`src/rtl/vun_pkg.sv`:
```
// ---------------------------------------------------------------------------
// vun_pkg
// Widths, constants and cell data types of the vector unit normaliser.
// ---------------------------------------------------------------------------
package vun_pkg;

   // component width; all other widths follow from it
   localparam int CompW      = 16;
   localparam int Lanes      = 4;
   localparam int MagW       = CompW;
   localparam int SqW        = 2 * CompW;
   localparam int SumW       = 2 * CompW + 1;
   localparam int RootW      = CompW + 1;
   localparam int SqrtSteps  = CompW + 1;
   localparam int SqrtStepW  = $clog2(SqrtSteps);
   localparam int NumW       = 2 * CompW - 1;
   localparam int QuoW       = CompW;
   localparam int DivSteps   = CompW;
   localparam int DivStepW   = $clog2(DivSteps);

   localparam logic [QuoW-1:0] MaxPos = {1'b0, {(QuoW-1){1'b1}}};

   // data carried through the square-root cells
   typedef struct packed {
      logic [Lanes-1:0]           neg;
      logic [Lanes-1:0][MagW-1:0] mag;
      logic                       zero;
      logic [SumW:0]              rem;
      logic [SumW:0]              res;
   } sq_data_type;

   // data carried through the divider cells
   typedef struct packed {
      logic [Lanes-1:0]           neg;
      logic                       zero;
      logic [RootW-1:0]           root;
      logic [Lanes-1:0][NumW-1:0] rem;
      logic [Lanes-1:0][QuoW-1:0] quo;
   } dv_data_type;

endpackage

```
`src/rtl/vun_div_cell.sv`:
```
// ---------------------------------------------------------------------------
// vun_div_cell
// One quotient bit of four parallel restoring divisions, registered.
// ---------------------------------------------------------------------------
module vun_div_cell (
   input  logic                          clock,
   input  logic                          reset,
   input  logic [vun_pkg::DivStepW-1:0]  cell_step,
   input  logic                          in_valid,
   output logic                          in_ready,
   input  vun_pkg::dv_data_type          in_data,
   output logic                          out_valid,
   input  logic                          out_ready,
   output vun_pkg::dv_data_type          out_data
);
   import vun_pkg::*;

   logic        valid_ff;
   dv_data_type data_ff;
   dv_data_type data_in;
   logic [NumW:0] divisor;

   assign in_ready  = !valid_ff || out_ready;
   assign out_valid = valid_ff;
   assign out_data  = data_ff;

   // compare each lane against root shifted to this bit
   always_comb begin
      divisor = (NumW+1)'(in_data.root) << cell_step;
      data_in = in_data;
      for (int l = 0; l < Lanes; l++) begin
         if ({1'b0, in_data.rem[l]} >= divisor) begin
            data_in.rem[l] = NumW'({1'b0, in_data.rem[l]} - divisor);
            data_in.quo[l] = in_data.quo[l] | (QuoW'(1) << cell_step);
         end
      end
   end

   always_ff @(posedge clock) begin
      if (reset) begin
         valid_ff <= 1'b0;
      end else if (in_ready) begin
         valid_ff <= in_valid;
      end
      if (in_ready && in_valid) begin
         data_ff <= data_in;
      end
   end

endmodule
```
`config.mk`:
```
export PLATFORM = sky130hd
export DESIGN_NAME = vun_div_cell
export DESIGN_NICKNAME = d
export VERILOG_FILES = /design/src/rtl/vun_pkg.sv /design/src/rtl/vun_div_cell.sv
export SDC_FILE = /design/constraint.sdc
export NUM_CORES = 1
export LEC_CHECK = 0
export BUFFER_PORTS_ARGS = -buffer_cell sky130_fd_sc_hd__buf_2
export CAP_MARGIN = 20
export CORE_ASPECT_RATIO = 1.5
export CORE_MARGIN = 2
export CORE_UTILIZATION = 55
export CTS_BUF_LIST = sky130_fd_sc_hd__clkbuf_8
export CTS_CLUSTER_DIAMETER = 40
export DETAILED_ROUTE_END_ITERATION = 12
export PLACE_DENSITY = 0.81
export SYNTH_ARGS = -nofsm -noshare
export SYNTH_HDL_FRONTEND = slang
export SYNTH_SLANG_ARGS = --single-unit
export TNS_END_PERCENT = 50
```
`constraint.sdc`:
```
create_clock -name clock -period 8.75 [get_ports clock]
set_input_delay 1.75 -clock clock [delete_from_list [all_inputs] [get_ports clock]]
set_output_delay 1.75 -clock clock [all_outputs]
set_load 0.03 [all_outputs]
```
==> metrics.md <==
| Metric | Value |
|---|---|
| Core area | 27900 um2 |
| PD cells | 199 nW/um2 |
| Synthesized area | 15500 um2 |
| Congestion Overflow GR | 0 |
| Total die area | 29600 um2 |
| WL per Instance | 23.1 um |
| Final core utilization | 67.0% |
| Sequential cell area | 6330 um2 |
| Max-cap violations | 0 |
| Worst clock skew | 0.0164 ns |
| WS Path Type | primary input to flip-flop |
| Final setup TNS | 0 ns |
| Area occupied by multi-input gates | 8750 um2 |
| Post-synth ARST share | 0% |
| Initial Util | 55.7% |
| Hpwl dp | 43100 um |
| Die W | 141 um |
| Worst Setup Start Kind | primary input |
| RSZ-0062 raised after global routing | false |
| FMAX | 0.149 GHz |
| Vias | 14466 |
| Cts hold-fix bufs | 0 |
| Number of synthesized flops with an enable pin | 210 |
| Total CTS buffers | 39 |
| GRT Resource Usage Total | 35.8% |
| Syn-to-layout area delta | 20.4% |
| Period Utilization, post-route | 76.5% |
| DR vias/cell | 6.09 |
| DIE HEIGHT | 210 um |
| Hold Vio Cnt, Final | 0 |
| Drt initial violations | 1098 |
| Vias in the first global route | 14104 |
| CTS sink cnt | 211 |
| Port buffer count | 429 |
| Total Power | 3.72 mW |
| Distinct cells, synth | 71 |
| GPL Wtd Cong | 1.07 |
| CP endpoint kind | flip-flop |
| Warning count from the yosys run | 0 |
| Clk Latency, worst-skew pair | 0.56 ns |
| Fillers | 2272 |
| Site Rows | 75 |
| Clk slew on worst S/H paths | 0.06 ns |
| Area after DPL | 17900 um2 |
| Maximum root-to-sink buffer count | 3 |
| Antenna violations before repair | 4 |
| Most frequent cells in the layout | buf_2 (429), edfxtp_1 (210), nand2_1 (183) |
| Post-layout nets | 2346 |
| Syn Inst Count | 1578 |
| First-pass GRT wire length | 79600 um |
| Hold WC Path Type | flip-flop to flip-flop |
| Avg Cell Area, Syn | 9.84 um2 |
| Status | finished, final reports clean |
| Final setup violation count | 0 |
| Routed WL | 54900 um |
| Commonest non-fill, non-tap cell in the layout | buf_2 |
| DRT antenna net count | 0 |
| Leak | 8.33 nW |
| Worst Tran Pin Value | 1.25 ns |
| Crit path DAT | 6.99 ns |
| Final min period | 6.69 ns |
| # DRC | 0 |
| CTS resizes | 0 |
| WP data required | 9.05 ns |
| CTS H-tree lvls | 2 |
| Seq/Total Area, Yosys | 40.8% |
| Layout cells sized above 1 | 28.0% |
| CTS tree | built |
| Pre-Repair DR Iteration Count | 6 |
| # Post-CTS Setup Buffers | 0 |
| Final non-filler cell area | 18700 um2 |
| Largest net degree at the start of global routing | 140 |
| Register bit count reported by yosys | 211 |
| CP Max Fanout | 50 |
| IO Count | 430 |
| Final Max Tran Viols | 0 |
| Synth Flop Type | edfxtp_1 |
| Net Count, Synth | 1924 |
| Clk root buf | clkbuf_8 |
| Relative slew slack | 14.0% |
| VDD IR max | 0.128 mV |
-- Yosys cell counts (6+ instances only) --
cell type | instances | area, um2
a31oi_1 | 21 | 131
a21o_1 | 86 | 646
mux2i_1 | 23 | 230
nor3_1 | 24 | 120
nor2_1 | 79 | 297
buf_4 | 6 | 45.0
a21oi_1 | 121 | 606
nand2_1 | 184 | 691
xnor2_1 | 56 | 490
and2_1 | 10 | 62.6
clkbuf_1 | 37 | 139
a31o_2 | 15 | 131
o211ai_1 | 13 | 97.6
nand2b_1 | 21 | 131
inv_1 | 38 | 143
a211oi_1 | 14 | 105
mux2_4 | 24 | 360
ha_1 | 124 | 1550
and4_1 | 6 | 52.6
o21ai_0 | 151 | 756
xor2_1 | 55 | 482
mux2_2 | 11 | 124
buf_2 | 11 | 55.1
o21bai_1 | 24 | 180
nand3_1 | 34 | 170
nand4_1 | 17 | 106
and3_1 | 18 | 113
edfxtp_1 | 210 | 6310
o21a_1 | 20 | 150
a21boi_0 | 6 | 45.0
nor2b_1 | 18 | 113
or2_2 | 9 | 56.3
-- registers in the layout (all words and copies together), names as in the netlist --
signal and cells:
out_data 210, out_valid 1
-- path summary, 6_finish.rpt --
kind	depth (start not counted)	slack (ns)	start	endpoint
setup / recovery	14	2.06	cell_step[0]	out_data[167]
hold / removal	2	0.51	out_valid	out_valid
setup reg to reg	3	6.41	out_valid	out_data[154]
hold reg to reg	2	0.51	out_valid	out_valid
-- power by group --
part	leakage (nW)	internal [mW]	switching (mW)	total, mW
registers	2.05	1.28	0.0382	1.32
clock network	0.408	0.498	0.429	0.928
logic	5.87	0.525	0.954	1.48
-- cell type report --
| type | count | area share, % |
|---|---|---|
| Inverter | 39 | 0.783 |
| Sequential cell | 211 | 33.9 |
| Clock buffer | 41 | 3.02 |
| Timing Repair Buffer | 444 | 12.2 |
| Tap cell | 346 | 2.32 |
| Multi-Input combinational cell | 1265 | 46.8 |
| Clock inverter | 24 | 0.978 |
| Antenna cell | 4 | 0.0536 |
-- per-layer routing --
| layer | part of all wire, % | vias to the layer above | track usage [%] | routed length (um) |
|---|---|---|---|---|
| li1 | - | 6776 | - | - |
| met1 | 34 | 6757 | 37.3 | 18900 |
| met2 | 50 | 721 | 63.4 | 27600 |
| met3 | 7.0 | 208 | 6.75 | 3860 |
| met4 | 8.3 | 4 | 26.6 | 4550 |
| met5 | 0.036 | - | 0 | 20 |
-- metrics by stage --
step           cells  setup slack, ns  hold WS (ns)
4_1_cts         2370             2.11         0.521
3_5_place_dp    2305             1.54         0.512
3_3_place_gp    2305             1.66         0.496
5_1_grt         2372             1.76         0.550
6_report        2374             2.06         0.515
2_1_floorplan   1578             1.25         0.860
-- worst max-delay path, cell delays in order --
cell and delay, ns:
buf_2 0.52, mux2_2 0.41, o21ai_0 0.21, o21ai_0 0.16, o21ai_0 0.87, buf_4 0.26, ha_1 0.24, and3_1 0.22
nand4_1 0.11, or4_1 0.52, a31o_1 0.25, a2111oi_2 0.34, o21a_4 0.73, mux2_4 0.36
-- cell families after synthesis --
family	count (synthesis)	synth area share, %
compound gates	534	21.9
simple gates	434	12.9
xor+xnor	111	6.26
buf+inv	102	3.01
fa+ha+maj	128	10.5
flops	211	40.8
mux	58	4.60
No activity file was read; power rests on OpenSTA's default activity.
