### config.mk
export PLATFORM = sky130hd
export DESIGN_NAME = vun_sqrt_cell
export DESIGN_NICKNAME = d
export VERILOG_FILES = /design/src/rtl/vun_pkg.sv /design/src/rtl/vun_sqrt_cell.sv
export SDC_FILE = /design/constraint.sdc
export NUM_CORES = 1
export LEC_CHECK = 0
export BUFFER_PORTS_ARGS = -buffer_cell sky130_fd_sc_hd__buf_2
export CORE_UTILIZATION = 35
export DETAILED_ROUTE_END_ITERATION = 16
export GPL_ROUTABILITY_DRIVEN = 0
export PLACE_DENSITY = 0.61
export SYNTH_ARGS = -nofsm -noshare
export SYNTH_HDL_FRONTEND = slang
export SYNTH_SLANG_ARGS = --single-unit
### constraint.sdc
create_clock -name clock -period 5.9 [get_ports clock]
set_input_delay 0 -clock clock [delete_from_list [all_inputs] [get_ports clock]]
set_output_delay 0 -clock clock [all_outputs]
set_load 0.02 [all_outputs]
### src/rtl/vun_pkg.sv
// ---------------------------------------------------------------------------
// vun_pkg
// Widths, constants and cell data types of the vector unit normaliser.
// ---------------------------------------------------------------------------
package vun_pkg;

   // component width; all other widths follow from it
   localparam int CompW      = 16;
   localparam int Lanes      = 4;
   localparam int MagW       = CompW;
   localparam int SqW        = 2 * CompW;
   localparam int SumW       = 2 * CompW + 1;
   localparam int RootW      = CompW + 1;
   localparam int SqrtSteps  = CompW + 1;
   localparam int SqrtStepW  = $clog2(SqrtSteps);
   localparam int NumW       = 2 * CompW - 1;
   localparam int QuoW       = CompW;
   localparam int DivSteps   = CompW;
   localparam int DivStepW   = $clog2(DivSteps);

   localparam logic [QuoW-1:0] MaxPos = {1'b0, {(QuoW-1){1'b1}}};

   // data carried through the square-root cells
   typedef struct packed {
      logic [Lanes-1:0]           neg;
      logic [Lanes-1:0][MagW-1:0] mag;
      logic                       zero;
      logic [SumW:0]              rem;
      logic [SumW:0]              res;
   } sq_data_type;

   // data carried through the divider cells
   typedef struct packed {
      logic [Lanes-1:0]           neg;
      logic                       zero;
      logic [RootW-1:0]           root;
      logic [Lanes-1:0][NumW-1:0] rem;
      logic [Lanes-1:0][QuoW-1:0] quo;
   } dv_data_type;

endpackage

### src/rtl/vun_sqrt_cell.sv
// ---------------------------------------------------------------------------
// vun_sqrt_cell
// One digit of the integer square root, registered, with handshake.
// ---------------------------------------------------------------------------
module vun_sqrt_cell (
   input  logic                           clock,
   input  logic                           reset,
   input  logic [vun_pkg::SqrtStepW-1:0]  cell_step,
   input  logic                           in_valid,
   output logic                           in_ready,
   input  vun_pkg::sq_data_type           in_data,
   output logic                           out_valid,
   input  logic                           out_ready,
   output vun_pkg::sq_data_type           out_data
);
   import vun_pkg::*;

   logic        valid_ff;
   sq_data_type data_ff;
   sq_data_type data_in;
   logic [SumW:0] bit_val;
   logic [SumW:0] trial;

   assign in_ready  = !valid_ff || out_ready;
   assign out_valid = valid_ff;
   assign out_data  = data_ff;

   // trial subtract of res + 4^step
   always_comb begin
      bit_val = (SumW+1)'(1) << {cell_step, 1'b0};
      trial   = in_data.res + bit_val;
      data_in = in_data;
      if (in_data.rem >= trial) begin
         data_in.rem = in_data.rem - trial;
         data_in.res = (in_data.res >> 1) + bit_val;
      end else begin
         data_in.res = in_data.res >> 1;
      end
   end

   always_ff @(posedge clock) begin
      if (reset) begin
         valid_ff <= 1'b0;
      end else if (in_ready) begin
         valid_ff <= in_valid;
      end
      if (in_ready && in_valid) begin
         data_ff <= data_in;
      end
   end

endmodule

==> results of run 1 <==
final cells by class:
cell class              count  area (sq um)
diodes                      2         5.005
clock buffers              17         425.4
inverters                  18         67.56
flip-flops and latches    138          4134
fillers                  2387         12530
well taps                 330         412.9
clock inverters            15         155.1
multi-input cells         690          4601
repair buffers            420          2780
worst min-delay path by stage:
stage / depth (start not counted) / to / start / slack, ps
after floorplan: 1 / out_valid / reset / 70
after global placement: 2 / out_valid / reset / 160
after detailed placement: 2 / out_valid / reset / 160
after CTS: 3 / out_data[65] / in_data[65] / 2
after global routing: 3 / out_data[14] / in_data[15] / 40
final: 3 / out_data[65] / in_data[65] / 10
flip-flops by register name, summed over array words and instances (netlist names):
register,flops
out_data,137
out_valid,1
through the flow:
stage	cell area [sq um]	std cells
after CTS	12580	1628
after floorplan	8937	871
final	12580	1630
after global placement	10690	1466
after detailed placement	10690	1466
after global routing	12580	1628
worst max-delay path, stage by stage:
cell,delay [ps]
dlygate4sd3_1,530
buf_2,170
ha_1,350
a211oi_1,100
nor3_1,380
o221ai_1,190
o211ai_1,330
a41oi_1,200
o21ai_0,280
xnor2_1,110
ha_1,490
a21o_1,170
a21oi_1,70
o21ai_0,300
o21ai_0,180
o21ai_1,350
a211oi_2,180
or2_1,310
buf_4,200
nor3_1,230
xor2_1,90
cells in the mapped netlist, drive strengths merged (5+ instances only):
master and number:
edfxtp 137, nand2 102, nor2 83, a21oi 76, ha 66, o21ai 58, xor2 49, xnor2 44
a31oi 21, inv 18, nand3 18, buf 17, nor3 16, a21o 14, and3 10, nand2b 9
nand4 9, a211oi 8, clkbuf 8, o21bai 8, a31o 7, and2 7, nor2b 6, o211ai 6
o31ai 6, or3 6, nand3b 5, or2 5
power by group through the flow:
stage	clock (W)	sequential, W	combinational [W]
3_5_place_dp	0	0.00123	0.000712
2_1_floorplan	0	0.00133	0.000367
3_3_place_gp	0	0.00123	0.000707
6_report	0.00109	0.00121	0.000788
5_1_grt	0.00115	0.00121	0.000863
4_1_cts	0.00111	0.00121	0.000787
cells by family (layout without fill, tap and decap cells):
family | after synthesis | in the layout | synth area share
other | 0 | 2 | 0
buffers and inverters | 43 | 470 | 0.02380
xor gates and xnor gates | 93 | 93 | 0.09114
and+or+nand+nor | 287 | 287 | 0.1487
DFF | 138 | 138 | 0.4626
adders and majority gates | 69 | 69 | 0.09688
AOI/OAI and AO/OA | 241 | 241 | 0.1770
layer usage:
metal  GRT usage  vias up  wire length [um]
met5           0        -                13
met4     0.06261        2               479
met3     0.04928       32              1934
met2      0.3595      296             13380
met1      0.2520     3814             11520
li1            -     4092                 -
==> impl_results.md, run 1 <==
* Pwr Density at around 240 nW/um^2
* Status: completed
* Worst Path Required at between 6000 and 7000 ps
* Post-synthesis cell count at 871
* # IOs at 285
* Sequential share of power at 0.391
* Post-CTS Hold Buffers at 130
* Number of remaining DRC errors at 0
* TritonCTS Buffers at 17
* Final min period at about 5000 ps
* Share of the synthesized area in the top cell type at 0.4603
* Mapped Nets at 1,084
* Gate power share at 0.256
* Yosys Warn Count at 0
* Layout cell share with drive strength beyond 1 at 0.2666
* Internal power at 0.002093 W
* Hold WC Path Type: in -> reg
* Vias per cell at 5.053
* WL/cell at 16.77 um
* Period Utilization, post-route at 0.8524
* Die W at 161.8 um
* Drt total wl at 27,330 um
* Largest buffer count on any clock path at 2
* First DRT Iteration DRCs at approximately 500
* Synth area leaders: edfxtp_1 (46%), ha_1 (9.2%), xor2_1 (4.8%)
* Number of global-route vias before repair at 8,010
* Layout Nets at 1,498
* Root buffer selected by CTS: clkbuf_16
* Die ar. at 26,180 sq um
* Overall Global Routing Usage at 0.2068
* Commonest non-fill, non-tap cells in the layout: buf_2 (284), edfxtp_1 (137), dlygate4sd3_1 (130)
* Arrival time of the worst setup path at 5200 ps
* Max Clk Rate at 0.1988 GHz
* Antenna violation net count after detailed routing at 0
* Number of core rows at 58
* Slew HR at 0.2412
* Capturing point of the worst reg2reg path: out_data[72]
* Slack of the worst reg-to-reg path at 3430 ps
* Total chip power at 0.003081 W
* Clock Power Share at 0.353
* Core footprint at between 20,000 and 30,000 sq um
* Worst Slack Setup Final at about 870 ps
* DIE HEIGHT at 161.8 um
* Crit path max fanout at 15
* CTS sink count at 138
* Startpoint types: input pin
* Final setup vio count at 0
* Overflow after GRT at 0
* Synth area leader: edfxtp_1
* Net switching power at 0.0009884 W
* Worst flop-to-flop path startpoint: out_valid
* Final core occ at 0.5010
* Async set-reset flop share out of synthesis at 0
* Placement Setup Slack at 580.1 ps
* Hpwl dp at 20,240 um
* Synth cell types at 72
* Post-synth top flop: edfxtp_1
* Switching Share at 0.3208
* PortBufs at 284
* Final hold violations at 0
* Post-synthesis average cell area at 10.26 sq um
* CP Capture Point: out_data[23]
* Fin Setup TNS at 0 ps
* Max Slew Vio Count at 0
* Clk slew on worst S/H paths at 60 ps
* Max_cap viols at 0
* Worst vdd rail ir drop at 0.0001733 V
* Initial antenna violation count at 3
* Part of the Yosys area used for sequential elements at 0.4626
* Hold WS at between 9 and 10 ps
* TritonCTS clock tree: done
* Worst reg-to-reg path cell count at 3
* Total iterations of the first detailed-routing run at 5
* Post-CTS Resized at 0
* Post-CTS setup buffer count at 0
* Initial Utilization at 0.3559
* Worst slew pin tran at 1122 ps
* Syn-to-layout area delta at 40.77%
* Largest net degree at the start of global routing at 81
* Vias at 8,236
* #FFs+latches synth at roughly 140
* Skew-Pair Late Insertion Delay at about 440 ps
* Commonest non-fill, non-tap cell in the layout: buf_2
* Worst setup path start: in_data[4]
* Leak Pwr at about 5.3 nW
* RSZ-0062 raised after global routing: no
* Post-synth EDFFs at between 100 and 150
* H-Tree Depth at 4
* WS Path Type: in -> reg
* Cell area after synthesis at 8937 sq um
* Worst Setup End Kind: register
* Global-route wire length before repair at about 42,000 um
* Worst Skew at 10.80 ps
Note: power is estimated with default switching activity, not from simulation.
==> run 2: changes to the inputs <==
Settings changed: CORE_UTILIZATION 35 to 50, PLACE_DENSITY 0.61 to 0.81.
==> impl_results.md, run 2 (same netlist as run 1, synthesis figures left out) <==
* Initial Utilization at 0.5149 (+0.1590)
* Vias per cell at 5.644 (+12%)
* Placed instance area at 10,540 sq um (-1.4%)
* Fin Setup TNS at 0 ps (unchanged)
* First DRT Iteration DRCs at 548 (+11%)
* Status: finished with violations
* Placement Setup Slack at 400.8 ps (-179.3 ps)
* Crit path max fanout at 36 (+21)
* H-Tree Depth at 4 (unchanged)
* Number of global-route vias before repair at 8,408 (+5.0%)
* Largest buffer count on any clock path at 2 (unchanged)
* Overflow after GRT at 0 (unchanged)
* Hold WC Path Type: in -> reg
* Initial antenna violation count at 1 (-2)
* CTS sink count at 138 (unchanged)
* Arrival time of the worst setup path at 5540 ps (+340 ps)
* Final hold violations at 1 (+1)
* Commonest non-fill, non-tap cell in the layout: buf_2
* Max reg flops at 137 (unchanged)
* Pwr Density at 247.8 nW/um^2 (+1.2%)
* Leak Pwr at 5.277 nW (-0.39%)
* Violated checks: negative hold slack
* Max_cap viols at 0 (unchanged)
* PortBufs at 284 (unchanged)
* Overall Global Routing Usage at 0.3032 (+0.09648)
* RSZ-0062 raised after global routing: no
* Worst Setup End Kind: register
* WL/cell at 18.59 um (+11%)
* TritonCTS Buffers at 17 (unchanged)
* # IOs at 285 (unchanged)
* Final core occ at 0.7145 (+0.2134)
* Largest net degree at the start of global routing at 85 (+4.9%)
* CP Capture Point: out_data[41]
* Final setup vio count at 0 (unchanged)
* Max Clk Rate at 0.1871 GHz (-5.9%)
* Total iterations of the first detailed-routing run at 7 (+2)
* Syn-to-layout area delta at 38.75%
* Switching Share at 0.3207 (about the same)
* Die W at 135.7 um (-16%)
* Max Slew Vio Count at 0 (unchanged)
* Vias at 8,579 (+4.2%)
* Period Utilization, post-route at 0.9058 (+0.05337)
* Root buffer selected by CTS: clkbuf_16
* Slew HR at 0.2580 (+0.01672)
* Worst setup path start: in_data[6]
* Layout cell share with drive strength beyond 1 at 0.2666 (about the same)
* Global-route wire length before repair at 42,900 um (+2.3%)
* WS Path Type: in -> reg
* Startpoint types: input pin
* Antenna violation net count after detailed routing at 0 (unchanged)
* Fill cells at 1,260 (-47%)
* Net switching power at 0.0009857 W (-0.27%)
* Hold WS at -10.01 ps (-20.00 ps)
* Clock Power Share at 0.348 (-0.005)
* Worst Skew at 13.59 ps (+2.791 ps)
* Worst slew pin tran at 1113 ps (-9.274 ps)
* Internal power at 0.002088 W (-0.25%)
* Worst Path Required at 6100 ps (+30 ps)
* Post-CTS Resized at 0 (unchanged)
* Number of remaining DRC errors at 0 (unchanged)
* DIE HEIGHT at 135.7 um (-16%)
* Core footprint at 17,360 sq um (-31%)
* Layout Nets at 1,494 (-0.27%)
* Skew-Pair Late Insertion Delay at 430 ps (about the same)
* Worst reg-to-reg path cell count at 3 (unchanged)
* Design Area, Final at 12,400 sq um (-1.4%)
* Slack of the worst reg-to-reg path at 3470 ps (+40 ps)
* Final min period at 5344 ps (+314.9 ps)
* Worst vdd rail ir drop at 0.0002059 V (+19%)
* Sequential share of power at 0.392 (about the same)
* TritonCTS clock tree: done
* Hpwl dp at 19,890 um (-1.7%)
* Drt total wl at 28,250 um (+3.4%)
* Number of core rows at 48 (-17%)
* Capturing point of the worst reg2reg path: out_data[11]
* Worst Slack Setup Final at 556.0 ps (-314.9 ps)
* Worst flop-to-flop path startpoint: out_valid
* Gate power share at 0.260 (+0.004)
* Clk slew on worst S/H paths at 70 ps (about the same)
* Commonest non-fill, non-tap cells in the layout: buf_2 (284), edfxtp_1 (137), dlygate4sd3_1 (127)
* Die ar. at 18,410 sq um (-30%)
## run 2: cell types whose count changed in the layout (fill, tap and decap cells not counted), sizes merged
| cell | delta |
|---|---|
| diode | -1 |
| clkinv | +3 |
| clkinvlp | -1 |
| buf | -1 |
| dlygate4sd3 | -3 |
| inv | -2 |
## run 2: worst min-delay path by stage
stage                startpoint      endpoint  slack, ps  depth (start not counted)
global placement          reset     out_valid        160                          2
global route        in_data[25]  out_data[24]          1                          3
CTS                 in_data[10]   out_data[9]          4                          2
detailed placement        reset     out_valid        170                          2
finish              in_data[25]  out_data[24]        -10                          3
floorplan                 reset     out_valid         70                          1
## run 2: repair_timing
action,in CTS,in global routing
setup endpoints to repair,0,0
hold buffers,127,0
hold endpoints to repair,126,0
setup buffers,0,0
## run 2: final cells by class
class                      instances  area (sq um)  share of cell area
clock buffer                      17         425.4             0.03431
antenna                            1         2.502           0.0002018
tap                              225         281.5             0.02270
inverter                          18         67.56            0.005449
timing repair buffer             416          2730              0.2202
clock inverter                    15         158.9             0.01281
sequential                       138          4134              0.3334
multi-input combinational        690          4601              0.3710
## run 2: layer usage
layer	GRT usage	share of wire
met5	0	0.00035
met4	0.1355	0.035
met3	0.06884	0.077
met2	0.5397	0.50
met1	0.3442	0.38
## run 2: stage by stage
stage	power [W]	instances
2_1_floorplan	0.001699	871
3_3_place_gp	0.001922	1360
3_5_place_dp	0.001938	1360
4_1_cts	0.003069	1519
5_1_grt	0.003188	1519
6_report	0.003073	1520
## run 2: power by group through the flow
| stage | combinational [W] | sequential [W] | clock (W) |
|---|---|---|---|
| global route | 0.000862 | 0.00121 | 0.00111 |
| floorplan | 0.000367 | 0.00133 | 0 |
| CTS | 0.000787 | 0.00120 | 0.00108 |
| global placement | 0.000700 | 0.00122 | 0 |
| finish | 0.000799 | 0.00121 | 0.00107 |
| detailed placement | 0.000714 | 0.00122 | 0 |
## run 2: worst max-delay path, cell delays in order
cell           delay, ps
dlygate4sd3_1        540
buf_2                170
ha_1                 340
a21oi_1              100
nor3_1               360
o221ai_1             190
o211ai_1             290
a41oi_1              190
o21ai_0              290
xnor2_1              130
ha_1                 520
a21o_1               160
a21oi_1               60
o21ai_0              330
o21ai_0              190
o21ai_1              420
a211oi_2             200
or2_1                290
buf_4                260
o41ai_1              490
==> run 3: changes to the inputs <==
Settings changed: ABC_AREA set to 1, PLACE_DENSITY 0.81 to 0.78.
==> impl_results.md, run 3 <==
* Layout cell share with drive strength beyond 1 at 0.1853 (-0.08129)
* Part of the Yosys area used for sequential elements at 0.3888 (-0.07371)
* Fill cells at 1,710 (+36%)
* Max_cap viols at 0 (unchanged)
* Top cells by count, synth: nand2_1 (453), inv_1 (174), edfxtp_1 (137)
* Yosys Warn Count at 0 (unchanged)
* Post-synth EDFFs at 137 (unchanged)
* Layout Nets at 2,067 (+38%)
* Drt total wl at 35,780 um (+27%)
* Status: completed
* Synth area leaders: edfxtp_1 (39%), nand2_1 (16%), ha_1 (7.8%)
* Largest family of logic cells by synthesized area: simple AND/OR/NAND/NOR gates
* Synth Area in Compound Gates at 0.1066 (-0.07033)
* Leak Pwr at 6.664 nW (+26%)
* Synth cell types at 42 (-42%)
* Overflow after GRT at 0 (unchanged)
* First DRT Iteration DRCs at 989 (+80%)
* Overall Global Routing Usage at 0.3281 (+0.02482)
* Max reg flops at 137 (unchanged)
* Async set-reset flop share out of synthesis at 0 (unchanged)
* Net switching power at 0.001066 W (+8.1%)
* Largest net degree at the start of global routing at 76 (-11%)
* Arrival time of the worst setup path at 4630 ps (-910 ps)
* Die W at 147.8 um (+8.9%)
* Number of remaining DRC errors at 0 (unchanged)
* Initial antenna violation count at 0 (-1)
* Hold WC Path Type: in -> reg
* Vias at 11,540 (+35%)
* Number of global-route vias before repair at 10,790 (+28%)
* N_diodes at 0 (-1)
* Slew HR at 0.3723 (+0.1144)
* Period Utilization, post-route at 0.7535 (-0.1523)
* WS Path Type: in -> reg
* Synth Area in Simple Gates at 0.3107 (+0.1620)
* PortBufs at 284 (unchanged)
* Clock Power Share at 0.333 (-0.015)
* H-Tree Depth at 4 (unchanged)
* Sequential share of power at 0.388 (-0.004)
* Syn-to-layout area delta at 33.22%
* Final core occ at 0.6889 (-0.02556)
* # IOs at 285 (unchanged)
* Worst vdd rail ir drop at 0.0001713 V (-17%)
* Post-synthesis cell count at 1,432 (+64%)
* Global-route wire length before repair at 55,170 um (+29%)
* Antenna violation net count after detailed routing at 0 (unchanged)
* Number of core rows at 52 (+8.3%)
* Post-CTS Resized at 0 (unchanged)
* Multiplexer share of the synthesized area at 0 (unchanged)
* Core footprint at 20,560 sq um (+18%)
* Max Slew Vio Count at 0 (unchanged)
* Largest buffer count on any clock path at 2 (unchanged)
* Total iterations of the first detailed-routing run at 8 (+1)
* Post-synthesis average cell area at 7.424 sq um (-28%)
* Worst Path Required at 6090 ps (about the same)
* Max Clk Rate at 0.2250 GHz (+20%)
* Post-synthesis adder-cell area fraction at 0.07956 (-0.01732)
* Post-synth top flop: edfxtp_1
* Worst Setup End Kind: register
* Final setup vio count at 0 (unchanged)
* Fin Setup TNS at 0 ps (unchanged)
* Startpoint types: input pin
* Area share of xor/xnor cells in the synthesized design at 0.04037 (-0.05077)
* Cell area after synthesis at 10,630 sq um (+19%)
* Root buffer selected by CTS: clkbuf_16
* DIE HEIGHT at 147.8 um (+8.9%)
* Hpwl dp at 27,200 um (+37%)
* Share of the synthesized area in the top cell type at 0.3870 (-0.07335)
* Switching Share at 0.3418 (+0.02109)
* Clk slew on worst S/H paths at 70 ps (about the same)
* Worst slew pin tran at 941.5 ps (-171.6 ps)
* Final hold violations at 0 (-1)
* Final min period at 4445 ps (-898.6 ps)
* Commonest non-fill, non-tap cell in the layout: nand2_1
* Skew-Pair Late Insertion Delay at 430 ps (about the same)
* #FFs+latches synth at 138 (unchanged)
* Crit path max fanout at 38 (+5.6%)
* RSZ-0062 raised after global routing: no
* Pwr Density at 220.1 nW/um^2 (-11%)
* TritonCTS clock tree: done
* Worst Skew at 10.48 ps (-3.111 ps)
* Most frequent cell after synthesis: nand2_1
* Commonest non-fill, non-tap cells in the layout: nand2_1 (453), buf_2 (284), inv_1 (174)
* WL/cell at 16.74 um (-9.9%)
* CTS sink count at 138 (unchanged)
* Internal power at 0.002052 W (-1.7%)
* Synth area leader: edfxtp_1
* Multi-input gate area at 5723 sq um (+24%)
* Register area at 4134 sq um (unchanged)
* Vias per cell at 5.401 (-4.3%)
* Gate power share at 0.279 (+0.019)
* Initial Utilization at 0.5171 (+0.002179)
* TritonCTS Buffers at 17 (unchanged)
* Die ar. at 21,850 sq um (+19%)
* Mapped Nets at 1,645 (+52%)
==> run 3: cell count changes after synthesis, sizes merged, moves of 17 or more <==
cell	previous run	this run
nand3	18	104
nand2	102	460
inv	18	179
nor2	83	140
a31oi	21	4
xnor2	44	26
o21ai	58	98
xor2	49	23
nand3b	5	22
==> run 3: through the flow <==
step / instance area [sq um] / setup slack, ps / power, W / hold WS (ps) / instances
final: 14160 / 1455 / 0.003117 / 21.02 / 2137
after global routing: 14160 / 1056 / 0.003249 / 17.21 / 2137
after CTS: 14160 / 1616 / 0.003116 / 6.697 / 2137
after detailed placement: 12330 / 1167 / 0.002011 / 171.0 / 1977
after global placement: 12330 / 1262 / 0.001997 / 164.7 / 1977
after floorplan: 10640 / 1292 / 0.001756 / 69.07 / 1432
==> run 3: layout make-up <==
cell class | instances | area share
Sequential cell | 138 | 0.2919
Multi-Input combinational cell | 1101 | 0.4041
Tap cell | 270 | 0.02385
Clock buffer | 18 | 0.03030
Clock inverter | 14 | 0.009011
Timing Repair Buffer | 417 | 0.1935
Inverter | 179 | 0.04744
==> run 3: worst paths after layout <==
path	from	end	slack, ps	cells past startpoint
worst min-delay path	in_data[21]	out_data[20]	20	3
worst max-delay path	cell_step[4]	out_data[40]	1450	23
worst min register to register	out_valid	out_data[99]	790	1
worst max register to register	out_valid	out_data[52]	3770	2
==> run 3: kinds of logic (layout without fill, tap and decap cells) <==
| kind of cell | count (synthesis) | count (layout) |
|---|---|---|
| buf+inv | 193 | 628 |
| fa+ha+maj | 67 | 67 |
| compound gates | 205 | 205 |
| simple gates | 780 | 780 |
| xor+xnor | 49 | 49 |
| flops | 138 | 138 |
==> run 3: what timing repair did <==
action                    4_1_cts  5_1_grt
hold buffers                  128        0
buffers inserted                0        0
hold endpoints to repair      127        0
==> run 3: worst max-delay path: stages <==
cell      delay [ps]
buf_2            120
inv_1             60
nand2_1          190
nor4_1           590
ha_1             390
nand2_1          130
o21ai_0          180
a21oi_1          290
nor2_1            90
a211oi_1         280
nand2_1           90
nand2_1           60
nand2_1           60
ha_1             350
a21oi_1          220
o21ai_0          170
nand2_1          100
o211ai_1          80
a31oi_1          170
nand2_2           80
inv_2            480
buf_4            340
o21ai_1           80
==> run 3: power groups by stage <==
stage | combinational [W] | clock, W | sequential, W
after global placement | 0.000771 | 0 | 0.00123
after global routing | 0.000949 | 0.00109 | 0.00121
after CTS | 0.000856 | 0.00105 | 0.00121
final | 0.000871 | 0.00104 | 0.00121
after floorplan | 0.000418 | 0 | 0.00134
after detailed placement | 0.000784 | 0 | 0.00123
==> run 3: per-layer routing <==
layer / GRT usage / vias up / wire length [um]
li1: - / 5642 / -
met1: 0.4116 / 5142 / 14180
met2: 0.5458 / 652 / 16530
met3: 0.05741 / 107 / 3532
met4: 0.1613 / 0 / 1537
met5: 0 / - / 0
